==> config.mk <==
export PLATFORM = sky130hd
export DESIGN_NAME = hvn_split
export DESIGN_NICKNAME = d
export VERILOG_FILES = /design/src/design/hashed_value_noise_3d_defines.svh /design/src/design/hvn_split.sv
export SDC_FILE = /design/constraint.sdc
export NUM_CORES = 2
export LEC_CHECK = 0
export ABC_AREA = 1
export ABC_CLOCK_PERIOD_IN_PS = 9260
export CORE_MARGIN = 3
export CORE_UTILIZATION = 45
export DETAILED_ROUTE_END_ITERATION = 6
export DONT_BUFFER_PORTS = 1
export GPL_ROUTABILITY_DRIVEN = 1
export GPL_TIMING_DRIVEN = 0
export PLACE_DENSITY = 0.66
export SLEW_MARGIN = 10
export SYNTH_ARGS = -nofsm -noshare
export SYNTH_HDL_FRONTEND = slang
export SYNTH_SLANG_ARGS = --single-unit
==> constraint.sdc <==
create_clock -name clk -period 9.26 [get_ports clk]
set_input_delay 0.463 -clock clk [delete_from_list [all_inputs] [get_ports clk]]
set_output_delay 0.463 -clock clk [all_outputs]
set_load 0.01 [all_outputs]
==> src/design/hashed_value_noise_3d_defines.svh <==
// Assertion macros used by the top level of the noise pipeline.
// No dependencies.
`ifndef HASHED_VALUE_NOISE_3D_DEFINES_SVH
`define HASHED_VALUE_NOISE_3D_DEFINES_SVH
// Implication checked every clock, off during reset.
`define HVN_ASSERT_IMP(label, clk, rst_n, a, c) \
	label: assert property (@(posedge clk) disable iff (!rst_n) (a) |-> (c)) \
		else $error("assertion failed");
// Implication whose consequent is checked in the cycle after the antecedent.
`define HVN_ASSERT_NEXT(label, clk, rst_n, a, c) \
	label: assert property (@(posedge clk) disable iff (!rst_n) (a) |=> (c)) \
		else $error("assertion failed");
`endif

==> src/design/hvn_split.sv <==
// Scale one coordinate, split into cell and fraction, apply quintic fade.
// No dependencies. The cell leaves through cell_s5, the weight through w_s6.
module hvn_split (
	input  logic               clk,
	input  logic signed [15:0] dir,
	input  logic [10:0]        scale,
	output logic [31:0]        lattice,
	output logic [16:0]        weight
);
	logic signed [27:0] p_s1;
	logic [31:0] cell_s2, cell_s3, cell_s4, cell_s5;
	logic [15:0] f_s2, f_s3;
	logic [31:0] ff_s3;
	logic [15:0] t2_s4;
	logic signed [20:0] q_s4;
	logic [15:0] f_s4;
	logic [31:0] t3p_s5;
	logic signed [20:0] q_s5;
	logic [16:0] w_s6;
	logic [15:0] t3_c;
	logic [36:0] wp_c;
	logic [34:0] ff6_c;
	logic [19:0] f15_c;

	// q polynomial terms: 6*f^2 and 15*f
	assign ff6_c = {3'b0, ff_s3} * 35'd6;
	assign f15_c = {4'b0, f_s3} * 20'd15;

	always_ff @(posedge clk) begin
		// scale multiply
		p_s1 <= dir * $signed({1'b0, scale});
		// floor and fraction
		cell_s2 <= {{26{p_s1[27]}}, p_s1[27:22]};
		f_s2 <= p_s1[21:6];
		// f*f
		cell_s3 <= cell_s2;
		f_s3 <= f_s2;
		ff_s3 <= f_s2 * f_s2;
		// q polynomial and f^2
		cell_s4 <= cell_s3;
		f_s4 <= f_s3;
		t2_s4 <= ff_s3[31:16];
		q_s4 <= $signed({2'b0, ff6_c[34:16]}) - $signed({1'b0, f15_c}) + 21'sd655360;
		// f^3
		cell_s5 <= cell_s4;
		t3p_s5 <= t2_s4 * f_s4;
		q_s5 <= q_s4;
	end

	// weight = t3*q >> 16, clamped
	assign t3_c = t3p_s5[31:16];
	assign wp_c = q_s5[20] ? 37'd0 : {21'd0, t3_c} * {16'd0, q_s5[20:0]};
	always_ff @(posedge clk) begin
		w_s6 <= (wp_c[36:16] > 21'd65536) ? 17'd65536 : wp_c[32:16];
	end
	assign lattice = cell_s5;
	assign weight = w_s6;
endmodule

-- Yosys cells after proc, flatten, opt, wreduce, memory -nomap -nowiden
Index checks and enable logic that the tools add are counted.
- memory bits (writable): 0
- output and inout bits: 49
- memory bits (read-only): 0
- memories kept: 0
- word-level logic and storage cells: 24
- register bits after elaboration: 239
- latch bits: 0
- bitwise gates (word level): 0
- multipliers: 6
- shift operators: 0
- equal/unequal tests: 0
- mux-type cells: 1
- $add $sub $neg: 2
- div/mod/pow operators: 0
- order comparisons: 1
- reduce and logical (&&, ||, !) cells: 0
- operator list (cell ; count):
    $mul 16x16->32 ; 2
    $mul 16x21->37 ; 1
    $mux 37 ; 1
    $mul 32x2->34 const B ; 1
    $mul 16x12->28 ; 1
    $add 21x21->21 const B ; 1
    $gt 21x17->1 const B ; 1
    $sub 19x20->21 ; 1
    $mul 16x4->20 const B ; 1

-- Depth between registers and ports, before layout
- depth after elaboration: 3
- depth in mapped cells: 34

-- Worst setup path after synthesis
Ideal clock, no wire load.
- path type: register to register
- start: register t3p_s5[17]
- end: register w_s6[13] (netlist: weight[13])
- cell stages (with the launch flop): 31
- clock period less this slack: 6.072 ns
- data arrival time: 5.958 ns
- buffers on the path: 3
- path slack: 3.188 ns
- path through: dfxtp_1 > clkbuf_1 > buf_1 > nand2_1 > fa_1 > inv_1 > fa_1 > inv_1 > fa_1 > inv_1 > fa_1 > fa_1 > inv_1 > fa_1 > inv_1 > ha_1 > nand2_1 > inv_1 > nand2_1 > nand3_1 > a21oi_1 > nor2_1 > nor3_1 > nand2_1 > nand2_1 > nand3_1 > nor3_2 > nand2_2 > nand2_4 > buf_6 > nor2_2
- cells in the longest elaborated chain, start to end: 3
- RTL lines (element ; line ; RTL):
    start: declaration ; hvn_split.sv:17 ; logic [31:0] t3p_s5;
    start signal: assignment ; hvn_split.sv:46 ; t3p_s5 <= t2_s4 * f_s4;
    $mul 16x21->37 * ; hvn_split.sv:52 ; assign wp_c = q_s5[20] ? 37'd0 : {21'd0, t3_c} * {16'd0, q_s5[20:0]};
    $mux 37 * ; hvn_split.sv:52 ;
    $gt 21x17->1 ; hvn_split.sv:54 ; w_s6 <= (wp_c[36:16] > 21'd65536) ? 17'd65536 : wp_c[32:16];
    end signal: assignment ; hvn_split.sv:54 ;
    end: declaration ; hvn_split.sv:19 ; logic [16:0] w_s6;
Mark *: on every way between the ends. The rest lies on a longest branch, timed or not.
A chain may end at the register's enable or synchronous reset.

-- Worst setup path after layout
- start: register q_s5[18]
- end: register w_s6[12] (netlist: weight[12])
- cells in the longest elaborated chain, start to end: 3
- RTL lines (element ; line ; RTL):
    start: declaration ; hvn_split.sv:18 ; logic signed [20:0] q_s5;
    start signal: assignment ; hvn_split.sv:47 ; q_s5 <= q_s4;
    $mul 16x21->37 * ; hvn_split.sv:52 ;
    $mux 37 * ; hvn_split.sv:52 ;
    $gt 21x17->1 ; hvn_split.sv:54 ;
Marked as above.

==> flow_summary.toml <==
[route]
drt_iter0_drc = 1875
wirelength_um = 104000
wire_per_inst_um = 15.5
vias_per_cell = 4.87
drc = 3
drtPass1Iterations = 7
vias = 32709
final_antenna_net_count = 0

[timing]
final-hold-violation-count = 0
max_freq_mhz = 140
worstMarginPinSlew_ns = 0.907
rsz0062_at_grt = "false"
post-route-period-util = 0.770
slew_viol_final = 0
setup_violations = 0
relSlewSlack = 0.395
finClkSkew_ns = 0.0334
fin_setup_tns_ns = 0
min_period_ns = 7.13

[synthesis]
yosys_warnings = 0
synth_top_area_frac = 0.387
yosysTopAreaCell = "fa_1"
async_reset_ff_frac = 0
syn_area_um2 = 42700
synth_area_leaders = "fa_1 39%, inv_1 14%, ha_1 13%"
yosysSeqAreaShare = 0.101
synth-edff-count = 0
synth-main-ff-cell = "dfxtp_1"
yosys.cell_count.top_type = "inv_1"
synth.avg_cell_area_um2 = 7.90
ys_ff_latch = 215
synth_nets = 6702
syn_inst = 5410
synth.distinct_cells = 49
synth_commonest_cells = "1,628 x inv_1, 1,288 x nand2_1, 826 x fa_1, 438 x ha_1, 215 x dfxtp_1"

[final_layout]
stdcell_area_um2 = 45300
synthToLayoutAreaGrowth_pct = 5.90
drive_gt1_frac = 0.0207
stdcell_count = 6711
antenna_cells = 0
nets = 6730

[clocking]
ctsResizeCount = 0
cts_hold_buf = 0
h-tree-depth = 1
path_clk_slew_ns = 0.06
cts_tree = "done"
cts.sinks = 215
cts_buffers = 26
post_cts_buffers = 0
clk_latency_ns = 0.57
cts_root_buf = "clkbuf_16"
clk_path_buf_depth = 3

[floorplan]
io_pins = 77
die_area_um2 = 98700
dieWidth_um = 314
coreArea_um2 = 93700
start_util = 0.456
num_rows = 112
fp.dieH_um = 314

[critical_path]
critical_path_class = "reg2reg"
crit_path_end_kind = "flop"
cp_data_arrival_time_ns = 7.59
cp_data_required_time_ns = 9.72
crit_path_max_fanout = 10
critPathMaxStageDelay_ns = 0.57
cp_slowest_cell = "fa_1"
crit_start = "q_s5[18]"
worstSetupStartpointType = "flop"
crit_top_cell = "fa_1"
reg2reg_from = "q_s5[18]"

[hold_path]
hold_path_startpoint = "q_s4[14]"
hp-class = "reg2reg"

[global_route]
grt_max_degree = 28
track_usage = 0.218
grt_pass1_vias = 34427
grt_pass1_wl_um = 174000
overflow = 0
antenna_found_initial = 0

[placement]
dp_hpwl_um = 89800
place_area_um2 = 44300
gp_congestion = 0.919
io_buffers = 0
dp_cells = 6664

[status]
violations = "DRC"
outcome = "complete, but fails checks"

[flow_run]
maxCapViolCount = 0
==> kinds of logic after synthesis <==
logic type,share of synthesized area
buf+inv,0.166
xor+xnor,0.0248
compound gates,0.0416
simple gates,0.152
flops,0.101
fa+ha+maj,0.515
==> state kept, by name, indices dropped and copies added (netlist names) <==
register / flops
q_s5: 21
t2_s4: 16
p_s1: 22
q_s4: 21
lattice: 6
cell_s2: 6
f_s3: 15
t3p_s5: 16
f_s2: 16
cell_s4: 6
f_s4: 16
cell_s3: 6
weight: 17
ff_s3: 31
==> worst max-delay path, delay by kind of cell (launching register included) <==
kind,cells,cell delay (ns)
buf+inv,8,1.32
compound gates,3,0.81
simple gates,10,1.17
flops,1,0.31
fa+ha+maj,7,3.39
==> routing by layer <==
metal,GRT usage,vias to the layer above,wire length (um)
li1,-,15531,-
met1,0.296,16099,45500
met2,0.374,934,48900
met3,0.0267,145,6750
met4,0.0513,0,2600
met5,0,-,0
==> cell usage in the layout, fill, tap and decap left out, types with 10 or more instances in the layout <==
cell          n
inv_1      1628
nand2_1    1288
fa_1        826
ha_1        438
dfxtp_1     215
clkbuf_1    194
a21oi_1     165
nor2_1      162
nand3_1      99
xor2_1       83
o21ai_0      78
xnor2_1      38
nor3_1       26
buf_4        26
clkbuf_16    26
nand4_1      20
nor2_2       14
o21bai_1     11
a21o_1       10
==> final timing paths <==
| check | end | slack [ns] | depth (start not counted) |
|---|---|---|---|
| setup / recovery | weight[12] | 2.13 | 28 |
| hold / removal | q_s5[14] | 0.32 | 0 |
| setup reg to reg | weight[12] | 2.13 | 28 |
| hold reg to reg | q_s5[14] | 0.32 | 0 |
==> per-stage QoR <==
step,setup slack (ns),hold slack [ns],utilization
after global routing,1.64,0.328,0.483
final,2.13,0.324,0.483
after floorplan,3.19,0.310,-
after CTS,2.20,0.325,0.483
after global placement,2.22,0.311,0.473
after detailed placement,2.24,0.312,0.473
==> cell type report <==
| class | count | area, um2 |
|---|---|---|
| clock buffers | 28 | 668 |
| plain buffers | 226 | 958 |
| clock inverters | 19 | 284 |
| flip-flops and latches | 215 | 4300 |
| multi-input cells | 3338 | 31300 |
| well taps | 1254 | 1570 |
| inverters | 1631 | 6120 |
| fillers | 9161 | 48500 |
Power is left out: the tool's default activity adds up to more than one toggle a clock period on the data nets, which glitch-free logic cannot reach.
