$ cat config.mk
export PLATFORM = sky130hd
export DESIGN_NAME = hvn_mixer
export DESIGN_NICKNAME = d
export VERILOG_FILES = /design/src/design/hashed_value_noise_3d_defines.svh /design/src/design/hvn_pkg.sv /design/src/design/hvn_mixer.sv
export SDC_FILE = /design/constraint.sdc
export NUM_CORES = 1
export LEC_CHECK = 0
export CAP_MARGIN = 20
export CORE_UTILIZATION = 41
export DETAILED_ROUTE_END_ITERATION = 6
export DONT_BUFFER_PORTS = 1
export GPL_ROUTABILITY_DRIVEN = 0
export SYNTH_ARGS = -nofsm -noshare
export SYNTH_HDL_FRONTEND = slang
export SYNTH_SLANG_ARGS = --single-unit
$ cat constraint.sdc
create_clock -name clk -period 17.27 [get_ports clk]
set_clock_uncertainty 0.05 [all_clocks]
set_input_delay 0.8635 -clock clk [delete_from_list [all_inputs] [get_ports clk]]
set_output_delay 0.8635 -clock clk [all_outputs]
set_load 0.01 [all_outputs]
$ cat src/design/hashed_value_noise_3d_defines.svh
// Assertion macros used by the top level of the noise pipeline.
// No dependencies.
`ifndef HASHED_VALUE_NOISE_3D_DEFINES_SVH
`define HASHED_VALUE_NOISE_3D_DEFINES_SVH
// Implication checked every clock, off during reset.
`define HVN_ASSERT_IMP(label, clk, rst_n, a, c) \
	label: assert property (@(posedge clk) disable iff (!rst_n) (a) |-> (c)) \
		else $error("assertion failed");
// Implication whose consequent is checked in the cycle after the antecedent.
`define HVN_ASSERT_NEXT(label, clk, rst_n, a, c) \
	label: assert property (@(posedge clk) disable iff (!rst_n) (a) |=> (c)) \
		else $error("assertion failed");
`endif

$ cat src/design/hvn_pkg.sv
// Shared constants and a helper function for the hashed value noise pipeline.
// No dependencies.
package hvn_pkg;
	localparam logic [31:0] MIX_K1 = 32'h7feb352d;
	localparam logic [31:0] MIX_K2 = 32'h846ca68b;
	localparam logic [31:0] SALT_Y = 32'h9e3779b9;
	localparam logic [31:0] SALT_Z = 32'h85ebca6b;
	localparam logic [31:0] SALT_S = 32'hc2b2ae35;
	localparam logic [17:0] ONE_Q16 = 18'd65536;
	localparam logic [0:0] CFG_SCALE = 1'b0;
	localparam logic [0:0] CFG_SEED = 1'b1;

	// Corner value from final hash: (h >> 15) - 65536, Q1.16.
	function automatic logic signed [17:0] corner_val(input logic [31:0] h);
		corner_val = $signed({1'b0, h[31:15]}) - $signed(18'sd65536);
	endfunction
endpackage

$ cat src/design/hvn_mixer.sv
// Pipelined 32-bit hash mixer: five register stages, with multiplies in stages two and four.
// Depends on hvn_pkg.
module hvn_mixer (
	input  logic        clk,
	input  logic [31:0] din,
	output logic [31:0] dout
);
	logic [31:0] a_s1, b_s2, c_s3, d_s4, e_s5;

	always_ff @(posedge clk) begin
		a_s1 <= din ^ (din >> 16);
		b_s2 <= a_s1 * hvn_pkg::MIX_K1;
		c_s3 <= b_s2 ^ (b_s2 >> 15);
		d_s4 <= c_s3 * hvn_pkg::MIX_K2;
		e_s5 <= d_s4 ^ (d_s4 >> 16);
	end
	assign dout = e_s5;
endmodule

[After elaboration in Yosys (flattened, before gate mapping)]
Index checks and enable logic that the tools add are counted.
Operators by class
  multiply operators: 2
  bitwise gates (word level): 3
Operators by type and width (count)
  $xor 32x16->32: 2
  $mul 32x31->32 const B: 1
  $mul 32x32->32 const B: 1
  $xor 32x17->32: 1
Word-level totals
  bits in registers: 160
  input bits: 33
  output and inout port bits: 32
  word-level logic and storage cells: 10

[Logic depth before layout (Yosys ltp)]
  word-level depth: 1
  gate-level depth with buffers: 24
  mapped depth without buffers: 24

[Least setup slack after synthesis]
No wires, ideal clock.
  path kind: register to register
  start point: register a_s1[6]
  end point: register b_s2[30]
  setup time: 0.064 ns
  data arrival time: 5.920 ns
  required time: 17.156 ns
  setup slack: 11.236 ns
  stages on the path, launching flop included: 25
  path buffers: 0
  period minus slack after synthesis: 6.034 ns
  cell sequence: dfxtp_1 -> ha_1 -> inv_1 -> fa_1 -> inv_1 -> ha_1 -> inv_1 -> fa_1 -> inv_1 -> fa_1 -> inv_1 -> fa_1 -> inv_1 -> fa_1 -> fa_1 -> ha_1 -> nand3_1 -> nor2_1 -> and3_1 -> a31oi_1 -> a21oi_2 -> a41o_1 -> o41ai_2 -> or4b_1 -> nand4_1
On the way
  word-level cells in the longest chain between the ends: 1
Ends and longest elaborated chain
  start, declared: line hvn_mixer.sv:8  | logic [31:0] a_s1, b_s2, c_s3, d_s4, e_s5;
  start signal, assigned: line hvn_mixer.sv:11  | a_s1 <= din ^ (din >> 16);
  $mul 32x31->32: line hvn_mixer.sv:12  | b_s2 <= a_s1 * hvn_pkg::MIX_K1;
  end signal, assigned: line hvn_mixer.sv:12
  end, declared: line hvn_mixer.sv:8
No other way between the ends.

[Worst setup path after layout]
  start point: register a_s1[4]
  end point: register b_s2[30]
The elaborated chain is that of the path after synthesis.

==> results summary <==
The number of nets still failing antenna checks after routing is 0. The final core area utilization came out at 0.445. The critical path goes through ha_1, xor2_1, ha_1, a21o_1, ha_1, inv_1, fa_1, inv_1, fa_1, ha_1, fa_1, inv_1, fa_1, inv_1, ha_1, nand3_1, nor2_1, and3_1, a31oi_1, a21oi_2, a41o_1, o41ai_2, or4b_1, nand4_1.

The aggregate negative setup slack came out at 0 ps. The floorplan step defined a core boundary enclosing 0.0490 mm2. The top fanout value on the critical path is 12.

Among all flip-flop cells after synthesis, the most frequent one is sky130_fd_sc_hd__dfxtp_1. The most used cell along the critical path is sky130_fd_sc_hd__ha_1. The count of buffers inserted at the top-level ports is 0. The post-synthesis area per instance is 10.8 um2. The die is 225 um tall. The worst slack after detailed placement came out at 10430 ps. The transition time at the pin with the least slew margin came out at 867 ps.

The critical path launch point type is a flop. The clock latency of the later-clocked register in the worst-skew pair came out at 480 ps. The max-slew violation count is 0. The synthesized net count came out at 2654. Counting flops and latches in the post-synthesis netlist gives 160. The via count of the first global-routing pass was 13800. For this run, the top clock speed supported by timing is 146 MHz. The pin count of the biggest net entering global routing is 17. The post-CTS setup repair buffer count came out at 0. The worst setup path is of the reg -> reg kind. Global routing finished with a remaining overflow of 0. The worst hold slack is 312 ps. The count of endpoints failing hold in the final timing report came to 0. The data arrival time of the worst path is 7230 ps. The fraction of synthesis flops using an asynchronous set or reset pin is 0. The worst hold path belongs to the class reg -> reg. The number of detailed-route iterations in the first pass is 4. The number of H-tree levels came out at 4.

TritonCTS built the clock tree. The summed instance area of the synthesized netlist is 0.0203 mm2. The run finished with clean final reports. The synthesized instance count came out at 1880. In the post-route analysis, the smallest setup slack over all paths is 10400 ps. The critical path required time came out at 17630 ps. The per-cell via count in the routed design came out at 4.74. The count of hold buffers inserted by post-cts repair is 0.

The number of buffers created by CTS is 17. Once the clock tree was built, the resizer swapped 0 gates to a different size. The first global-routing pass estimated 75800 um of wire.

The count of cell types in the netlist is 49. The CTS root buffer is sky130_fd_sc_hd__clkbuf_16. The fraction of the yosys area taken by sequential cells is 0.158. The count of clock tree sinks is 160. Headroom to the max-slew limit came out at 0.421.

The shortest clock period the worst path allows after layout came out at 6870 ps. The share of the clock period used by the worst path after layout came out at 0.398. In the routed design, unresolved DRC markers number 0.

For this run, the number of Yosys warnings is 0. The initial cell density of the core came out at 0.415. The total number of nets in the final design is 2673. In this design, the stage delay of the slowest critical-path cell is 830 ps. The count of boundary I/O pins is 65. The number of max-cap violations is 0. Of the cells placed in the final design, the portion with a size suffix greater than 1 is 0.0235.

The gate family responsible for the most delay along the worst path is adder cells. The area of the die came out at 0.0505 mm2. The largest buffer count on any clock path came out at 2. 0 antenna diodes ended up in the layout.

Wires add up to 47100 um. The worst setup path is captured at a flop. Dividing the detail-routed wire length by the instance count gives 18.3 um. Yosys mapped a number of flops with a built-in enable equal to 0. The count of buffering cells on the critical path with inverters included came out at 4. The horizontal die dimension came out at 225 um.

The sum of net half-perimeters after detailed placement is 40300 um. The number of antenna violations at the first check in global routing was 0. For this design, the slowest cell found on the critical path is sky130_fd_sc_hd__dfxtp_1. The starting DRC count in detailed routing came out at 494. The count of vias placed by the detailed router is 12200. The number of standard-cell rows in the floorplan came out at 81. Setup repair after global routing left no endpoint under its margin. The growth of design area from synthesis to finish is 7.08%. In the global route stage, overall resource usage came out at 0.202. The total of endpoints with negative setup slack in the final report is 0.

The clock slew seen by the registers of the worst setup and hold paths came out at 70 ps.
[cell usage in the layout (no fill, tap or decap), types with 6 or more instances in the layout]
cell / synthesis / routed
sky130_fd_sc_hd__nor2_1: 20 / 20
sky130_fd_sc_hd__o21ai_0: 17 / 17
sky130_fd_sc_hd__o21bai_1: 6 / 6
sky130_fd_sc_hd__xnor2_1: 107 / 107
sky130_fd_sc_hd__ha_1: 386 / 386
sky130_fd_sc_hd__xor2_1: 87 / 87
sky130_fd_sc_hd__and2_1: 8 / 8
sky130_fd_sc_hd__a31oi_1: 7 / 7
sky130_fd_sc_hd__fa_1: 355 / 355
sky130_fd_sc_hd__nand3_1: 7 / 7
sky130_fd_sc_hd__a21o_1: 30 / 30
sky130_fd_sc_hd__nand2_1: 34 / 34
sky130_fd_sc_hd__o21a_1: 6 / 6
sky130_fd_sc_hd__a21oi_1: 36 / 36
sky130_fd_sc_hd__inv_1: 551 / 551
sky130_fd_sc_hd__clkbuf_16: 0 / 17
sky130_fd_sc_hd__inv_6: 0 / 7
sky130_fd_sc_hd__nor2b_1: 7 / 7
sky130_fd_sc_hd__dfxtp_1: 160 / 160
[logic make-up after synthesis]
family,count (synthesis),synth area share
adders and majority gates,741,0.587
buffers and inverters,552,0.102
xor gates and xnor gates,194,0.0836
DFF,160,0.158
AOI/OAI and AO/OA,131,0.0445
and+or+nand+nor,101,0.0245
muxes,1,0.000493
[routing by layer]
layer,share of wire,vias up,track usage
met5,0,-,0
met4,0.029,0,0.0689
met3,0.033,73,0.0358
met2,0.52,219,0.368
met1,0.42,6184,0.239
li1,-,5746,-
[sequential cells by signal (all words and copies together) (netlist names)]
register	cells
a_s1	32
b_s2	32
d_s4	32
c_s3	32
dout	32
[worst paths after layout]
kind / cells past startpoint / slack, ps / startpoint / end
worst min-delay path: 0 / 310 / d_s4[28] / dout[28]
worst max-delay path: 24 / 10400 / a_s1[4] / b_s2[30]
worst max register to register: 24 / 10400 / a_s1[4] / b_s2[30]
worst min register to register: 0 / 310 / d_s4[28] / dout[28]
[stage by stage]
stage	instances	area [um2]
finish	2576	21800
global route	2576	21800
CTS	2576	21800
detailed placement	2544	21200
global placement	2544	21200
floorplan	1880	20300
[synth_stat cells, types with 5 or more instances]
| library cell | count | area [um2] |
|---|---|---|
| sky130_fd_sc_hd__inv_1 | 551 | 2070 |
| sky130_fd_sc_hd__nand4_1 | 5 | 31.3 |
| sky130_fd_sc_hd__a21o_1 | 30 | 225 |
| sky130_fd_sc_hd__dfxtp_1 | 160 | 3200 |
| sky130_fd_sc_hd__nor3_1 | 5 | 25.0 |
| sky130_fd_sc_hd__xor2_1 | 87 | 762 |
| sky130_fd_sc_hd__xnor2_1 | 107 | 937 |
| sky130_fd_sc_hd__o21a_1 | 6 | 45.0 |
| sky130_fd_sc_hd__a31oi_1 | 7 | 43.8 |
| sky130_fd_sc_hd__fa_1 | 355 | 7110 |
| sky130_fd_sc_hd__o21ai_0 | 17 | 85.1 |
| sky130_fd_sc_hd__nor2b_1 | 7 | 43.8 |
| sky130_fd_sc_hd__nor2_1 | 20 | 75.1 |
| sky130_fd_sc_hd__nand2_1 | 34 | 128 |
| sky130_fd_sc_hd__and2_1 | 8 | 50.1 |
| sky130_fd_sc_hd__nand3_1 | 7 | 35.0 |
| sky130_fd_sc_hd__o21bai_1 | 6 | 45.0 |
| sky130_fd_sc_hd__a21oi_1 | 36 | 180 |
| sky130_fd_sc_hd__ha_1 | 386 | 4830 |
[final cells by class]
type                       instances  area, um2
clock buffer                      18        439
sequential                       160       3200
multi-input combinational       1168      15000
fill                            4661      27200
inverter                         551       2070
clock inverter                    14        165
timing repair buffer               1       7.51
tap                              664        831
Power is not shown: default switching activity piles up to over one toggle a cycle in this logic, so the estimate is an artifact.
