File: src/design/hashed_value_noise_3d_defines.svh
// Assertion macros used by the top level of the noise pipeline.
// No dependencies.
`ifndef HASHED_VALUE_NOISE_3D_DEFINES_SVH
`define HASHED_VALUE_NOISE_3D_DEFINES_SVH
// Implication checked every clock, off during reset.
`define HVN_ASSERT_IMP(label, clk, rst_n, a, c) \
	label: assert property (@(posedge clk) disable iff (!rst_n) (a) |-> (c)) \
		else $error("assertion failed");
// Implication whose consequent is checked in the cycle after the antecedent.
`define HVN_ASSERT_NEXT(label, clk, rst_n, a, c) \
	label: assert property (@(posedge clk) disable iff (!rst_n) (a) |=> (c)) \
		else $error("assertion failed");
`endif

File: src/design/hvn_pkg.sv
// Shared constants and a helper function for the hashed value noise pipeline.
// No dependencies.
package hvn_pkg;
	localparam logic [31:0] MIX_K1 = 32'h7feb352d;
	localparam logic [31:0] MIX_K2 = 32'h846ca68b;
	localparam logic [31:0] SALT_Y = 32'h9e3779b9;
	localparam logic [31:0] SALT_Z = 32'h85ebca6b;
	localparam logic [31:0] SALT_S = 32'hc2b2ae35;
	localparam logic [17:0] ONE_Q16 = 18'd65536;
	localparam logic [0:0] CFG_SCALE = 1'b0;
	localparam logic [0:0] CFG_SEED = 1'b1;

	// Corner value from final hash: (h >> 15) - 65536, Q1.16.
	function automatic logic signed [17:0] corner_val(input logic [31:0] h);
		corner_val = $signed({1'b0, h[31:15]}) - $signed(18'sd65536);
	endfunction
endpackage

File: src/design/hvn_lerp.sv
// Registered lerp: floor((a*(1-w) + b*w) / 2^16), Q1.16 values, unsigned Q1.16 weight.
// Depends on hvn_pkg. The products are registered, then the sum.
module hvn_lerp (
	input  logic               clk,
	input  logic signed [17:0] a,
	input  logic signed [17:0] b,
	input  logic [16:0]        w,
	output logic signed [17:0] y
);
	logic signed [36:0] pa_s1, pb_s1;
	logic signed [17:0] y_s2;
	logic signed [37:0] sum_c;

	always_ff @(posedge clk) begin
		pa_s1 <= a * $signed({1'b0, hvn_pkg::ONE_Q16 - {1'b0, w}});
		pb_s1 <= b * $signed({2'b0, w});
	end
	assign sum_c = {pa_s1[36], pa_s1} + {pb_s1[36], pb_s1};
	always_ff @(posedge clk) begin
		y_s2 <= sum_c[33:16];
	end
	assign y = y_s2;
endmodule

File: config.mk
export PLATFORM = sky130hd
export DESIGN_NAME = hvn_lerp
export DESIGN_NICKNAME = d
export VERILOG_FILES = /design/src/design/hashed_value_noise_3d_defines.svh /design/src/design/hvn_pkg.sv /design/src/design/hvn_lerp.sv
export SDC_FILE = /design/constraint.sdc
export NUM_CORES = 2
export LEC_CHECK = 0
export ABC_AREA = 1
export BUFFER_PORTS_ARGS = -buffer_cell sky130_fd_sc_hd__buf_4
export CAP_MARGIN = 20
export CORE_MARGIN = 2
export CORE_UTILIZATION = 40
export CTS_CLUSTER_SIZE = 20
export DETAILED_ROUTE_END_ITERATION = 10
export PLACE_DENSITY_LB_ADDON = 0.12
export SLEW_MARGIN = 30
export SYNTH_ARGS = -nofsm -noshare
export SYNTH_HDL_FRONTEND = slang
export SYNTH_SLANG_ARGS = --single-unit
File: constraint.sdc
create_clock -name clk -period 9.4 [get_ports clk]
set_input_delay 1.88 -clock clk [delete_from_list [all_inputs] [get_ports clk]]
set_output_delay 1.88 -clock clk [all_outputs]
set_load 0.01 [all_outputs]
== Word level (Yosys, flattened, before mapping) ==
Index checks and enable logic that the tools add are counted.
Word-level totals
  register bits: 86
  input bits: 54
  output and inout bits: 18
  word-level logic and storage cells: 7
Operators by class
  $add $sub $neg: 2
  multiply operators: 2
Operators by type and width (count)
  $add 34x34->34: 1
  $mul 18x18->34: 1
  $mul 18x19->34: 1
  $sub 17x17->18 const A: 1

== Logic depth before layout (Yosys ltp) ==
  depth in word-level cells: 2
  mapped depth: 36
  depth with buffers taken out: 34

== Worst setup path after synthesis ==
Ideal clock, no wire load.
  path type: in2reg
  start point: in w[1]
  end point: reg pa_s1[33]
  data arrival time: 7.788 ns
  data required time: 9.288 ns
  setup slack: 1.500 ns
  stages: 33
  path buffers: 3
  cell sequence: clkbuf_1 > clkbuf_1 > inv_1 > ha_1 > nand2_1 > nor2_2 > inv_1 > o21ai_0 > nand2_1 > clkbuf_1 > nor2_1 > fa_1 > inv_1 > fa_1 > fa_1 > inv_1 > fa_1 > fa_1 > inv_1 > fa_1 > inv_1 > ha_1 > nand2_1 > nor2_1 > and2_1 > nand2_1 > nand3_1 > nand2_1 > inv_1 > nor2_1 > inv_1 > nand2_1 > nand2_1
On the way
  cells in the longest elaborated chain, start to end: 2
Ends and longest elaborated chain
  start: declaration: line hvn_lerp.sv:7  | input logic [16:0] w,
  $sub 17x17->18: line hvn_lerp.sv:15  | pa_s1 <= a * $signed({1'b0, hvn_pkg::ONE_Q16 - {1'b0, w}});
  $mul 18x19->34: line hvn_lerp.sv:15
  end signal: assignment: line hvn_lerp.sv:15
  end: declaration: line hvn_lerp.sv:10  | logic signed [36:0] pa_s1, pb_s1;
Every way passes these cells.

== Worst setup path after layout ==
  start point: in w[1]
  end point: reg pa_s1[24]
The elaborated chain is that of the path after synthesis.

==> flow_results.org <==
** Setup path
- The endpoint identified for the worst register-to-register timing path is y[17].
- The startpoint identified for the worst register-to-register timing path is pa_s1[24].
- The worst setup path is captured at a flip-flop.
- Across all register-to-register paths, the minimum setup slack is between 7 and 8 ns.
- Reg2Reg Depth :: 9
- The worst setup path is launched from an input pin.
- WP data arrival :: ~8.5 ns
- Data on the critical path is required at its endpoint by around 9.6 ns.
- By startpoint and endpoint, the worst setup path is classified as in2reg.
- Of all nets on the critical path, the largest fanout is 20.

** Synthesis
- Sequential fraction of the synthesis area :: around 6.4%
- Number of cells produced by synthesis :: 3592
- Post-Syn Nets :: between 4000 and 5000
- Count of flip-flops with a built-in enable after synthesis :: 0
- The synthesized netlist occupies a cell area of around 27000 µm².
- Flip-flop cell with the highest count after synthesis :: sky130_fd_sc_hd__dfxtp_1
- Post-Synthesis Mean Instance Area :: 7.52 µm²
- Yosys warns :: 0
- Counting flops and latches in the post-synthesis netlist gives 86.
- Share of async-settable or async-resettable flops after synthesis :: 0%
- After synthesis, the netlist uses 44 different library cells.

** Cells and area
- From synthesis to final layout, the design area changed by 5.78%.
- Number of nets in the final layout :: 4417
- Filler instances :: 7114
- The top cell types in the final layout, fill and taps aside, are 994 x sky130_fd_sc_hd__inv_1, 837 x sky130_fd_sc_hd__nand2_1, 555 x sky130_fd_sc_hd__fa_1, 337 x sky130_fd_sc_hd__nor2_1, 233 x sky130_fd_sc_hd__ha_1.
- Multi-input logic area :: approximately 21000 µm²
- Summing all flip-flop and latch instances after layout gives 1720 µm².
- Share of final-layout standard cells stronger than drive strength 1 :: 3.69%
- The finished layout holds ~4500 standard cells, fillers aside.
- Leading cell type in the layout, fill and taps excluded :: sky130_fd_sc_hd__inv_1

** Worst hold path
- In this run the most critical hold path is launched from pb_s1[31].
- Classification of the worst-slack hold path :: reg2reg
- The worst hold path terminates at y[15].
- The worst hold path passes through 3 cells.

** Timing
- For the final routed database, the setup TNS stands at 0 ns.
- Final WS setup :: ~1.2 ns
- Setup violations remaining at the end of the flow were counted as 0.
- Slew margin rel. :: around 48%
- The worst path in the final design needs a cycle of 8.25 ns, including I/O delays and setup.
- The final number of hold-violating endpoints is 0.
- At the pin with the least slew margin, the transition time is between 0.7 and 0.8 ns.
- Pins over their slew limit :: 0
- Setup repair after global routing left no endpoint under its margin.
- For this run, the top clock speed supported by timing is 121 MHz.
- Final Cycle Share :: between 80 and 90%
- Setup clock skew after layout :: 0.00692 ns

** CTS
- The H-tree was split into 3 levels.
- Cts hold-fix bufs :: 0
- Clock transition at path regs :: approximately 0.07 ns
- Total number of clock tree sinks :: 86
- Clock root buffer master :: sky130_fd_sc_hd__clkbuf_16
- The clock reaches the later pin of the worst-skew pair after roughly 0.34 ns.
- Max Buffers Root-to-Sink :: 2
- Number of instances resized during post-cts repair :: 0
- TritonCTS clock tree :: built
- In this run, CTS created clock tree buffers numbering 9.
- After clock tree synthesis, the setup repair step added 0 buffers.

** Drt
- Final routed DRC violation total :: 0
- Routed via count :: between 20000 and 25000
- Summed over all nets, wire length on met2 after detailed routing comes to roughly 36000 µm.
- The first routing iteration left around 1400 violations.
- Routed signal wires occupy layers up through met4.
- Met1 wire length :: around 37000 µm
- The count of nets left with antenna violations once routing finished came out at 0.
- In the final routed layout, each cell accounts on average for around 18 µm.
- WL met3 :: between 3000 and 4000 µm
- For this run, the detailed router's first-pass iteration total came to 5.
- Final Routed Wirelength :: 78100 µm
- Routed via count divided by cell count :: 4.83

** Place
- Number of port buffers :: 71
- Final Wtd Congestion :: 0.911
- Instance count after placement with tap cells included :: 4437
- DP Wirelength :: roughly 66000 µm
- Timing analysis after detailed placement gives a worst setup slack of between 0.8 and 0.9 ns.

** Die
- For this configuration, the core starts out at a cell density of 40.3%.
- Measured along the y axis, the die boundary spans ~260 µm.
- CORE AREA :: 67000 µm²
- The floorplan step defined a die boundary enclosing 69600 µm².
- 72 I/O pins were placed.
- The floorplan has 95 rows.
- The die is around 260 µm wide.

** Global route
- The first global-routing pass estimated between 100000 and 150000 µm of wire.
- Via count of the first global-routing pass :: 23000
- Entering global routing, the biggest net connects 36 pins.
- Global routing used between 20% and 30% of the available tracks.
- Antenna violations before repair :: 1
- Global routing finished with a remaining overflow of 0.

** Run status
- Run status :: finished clean

** Run
- The tool flagged a number of max-cap violations equal to 0.
## registers in the layout, summed over array words and instances (netlist names)
signal  cells
pa_s1      34
y          18
pb_s1      34
## through the flow
step                hold slack, ns  utilization (%)  instance area [µm²]
floorplan                    0.512                -                27000
global placement             0.659             42.2                28300
detailed placement           0.657             42.2                28300
CTS                          0.681             42.6                28600
global route                 0.734             42.6                28600
finish                       0.680             42.6                28600
## critical path: stages
cell and delay, ns:
sky130_fd_sc_hd__buf_4 0.19, sky130_fd_sc_hd__inv_1 0.08, sky130_fd_sc_hd__ha_1 0.20, sky130_fd_sc_hd__nand2_1 0.12, sky130_fd_sc_hd__nor2_2 0.23, sky130_fd_sc_hd__inv_1 0.09
sky130_fd_sc_hd__o21ai_0 0.16, sky130_fd_sc_hd__nand2_1 0.41, sky130_fd_sc_hd__inv_1 0.37, sky130_fd_sc_hd__nand2_1 0.11, sky130_fd_sc_hd__fa_1 0.50, sky130_fd_sc_hd__inv_1 0.06
sky130_fd_sc_hd__fa_1 0.49, sky130_fd_sc_hd__fa_1 0.60, sky130_fd_sc_hd__fa_1 0.44, sky130_fd_sc_hd__fa_1 0.51, sky130_fd_sc_hd__fa_1 0.41, sky130_fd_sc_hd__ha_1 0.41
sky130_fd_sc_hd__a21oi_1 0.21, sky130_fd_sc_hd__a21boi_0 0.38, sky130_fd_sc_hd__o21ai_0 0.23, sky130_fd_sc_hd__nand3b_1 0.23, sky130_fd_sc_hd__xor2_1 0.15
## final cells by class
| class | instances | share of cell area [%] |
|---|---|---|
| multi-input cells | 2392 | 73.8 |
| flip-flops and latches | 86 | 6.03 |
| clock inverters | 5 | 0.145 |
| repair buffers | 82 | 2.15 |
| well taps | 873 | 3.82 |
| inverters | 1004 | 13.2 |
| clock buffers | 10 | 0.837 |
| diodes | 1 | 0.00876 |
## worst max path at each step
stage | start | end | slack (ns) | cells past startpoint
2_1_floorplan | w[1] | pa_s1[33] | 1.50 | 33
3_3_place_gp | w[1] | pa_s1[24] | 0.85 | 24
3_5_place_dp | w[1] | pa_s1[24] | 0.82 | 23
4_1_cts | w[1] | pa_s1[24] | 1.17 | 23
5_1_grt | w[1] | pa_s1[24] | 0.79 | 23
6_report | w[1] | pa_s1[24] | 1.15 | 23
## Yosys cell counts, drive strengths merged (8+ instances only)
library cell,count,share of area [%]
clkbuf,93,1.3
nand2,841,12
a21oi,88,1.6
a21o,22,0.61
xor2,40,1.3
o21ai,53,1.0
a21boi,11,0.31
xnor2,19,0.64
fa,555,41
buf,17,0.30
nand4,19,0.44
o21bai,14,0.39
ha,233,11
dfxtp,86,6.4
nand3,86,1.6
inv,1000,14
nor2,353,5.1
nor3,19,0.35
a31oi,8,0.19
## routing by layer
metal | track usage [%] | vias up
li1 | - | 10300
met1 | 33.1 | 10600
met2 | 38.4 | 560
met3 | 2.15 | 95
met4 | 5.99 | 0
met5 | 0 | -
## kinds of logic (layout without fill, tap and decap cells)
logic type                 count (synthesis)  after routing  synth area share (%)
xor gates and xnor gates                  59             59                  1.94
and+or+nand+nor                         1338           1338                  19.8
DFF                                       86             86                  6.37
buffers and inverters                   1114           1101                  15.6
AOI/OAI and AO/OA                        207            207                  4.43
other                                      0              1                     0
adders and majority gates                788            788                  51.9
Power is not shown: default switching activity piles up to over one toggle a cycle in this logic, so the estimate is an artifact.
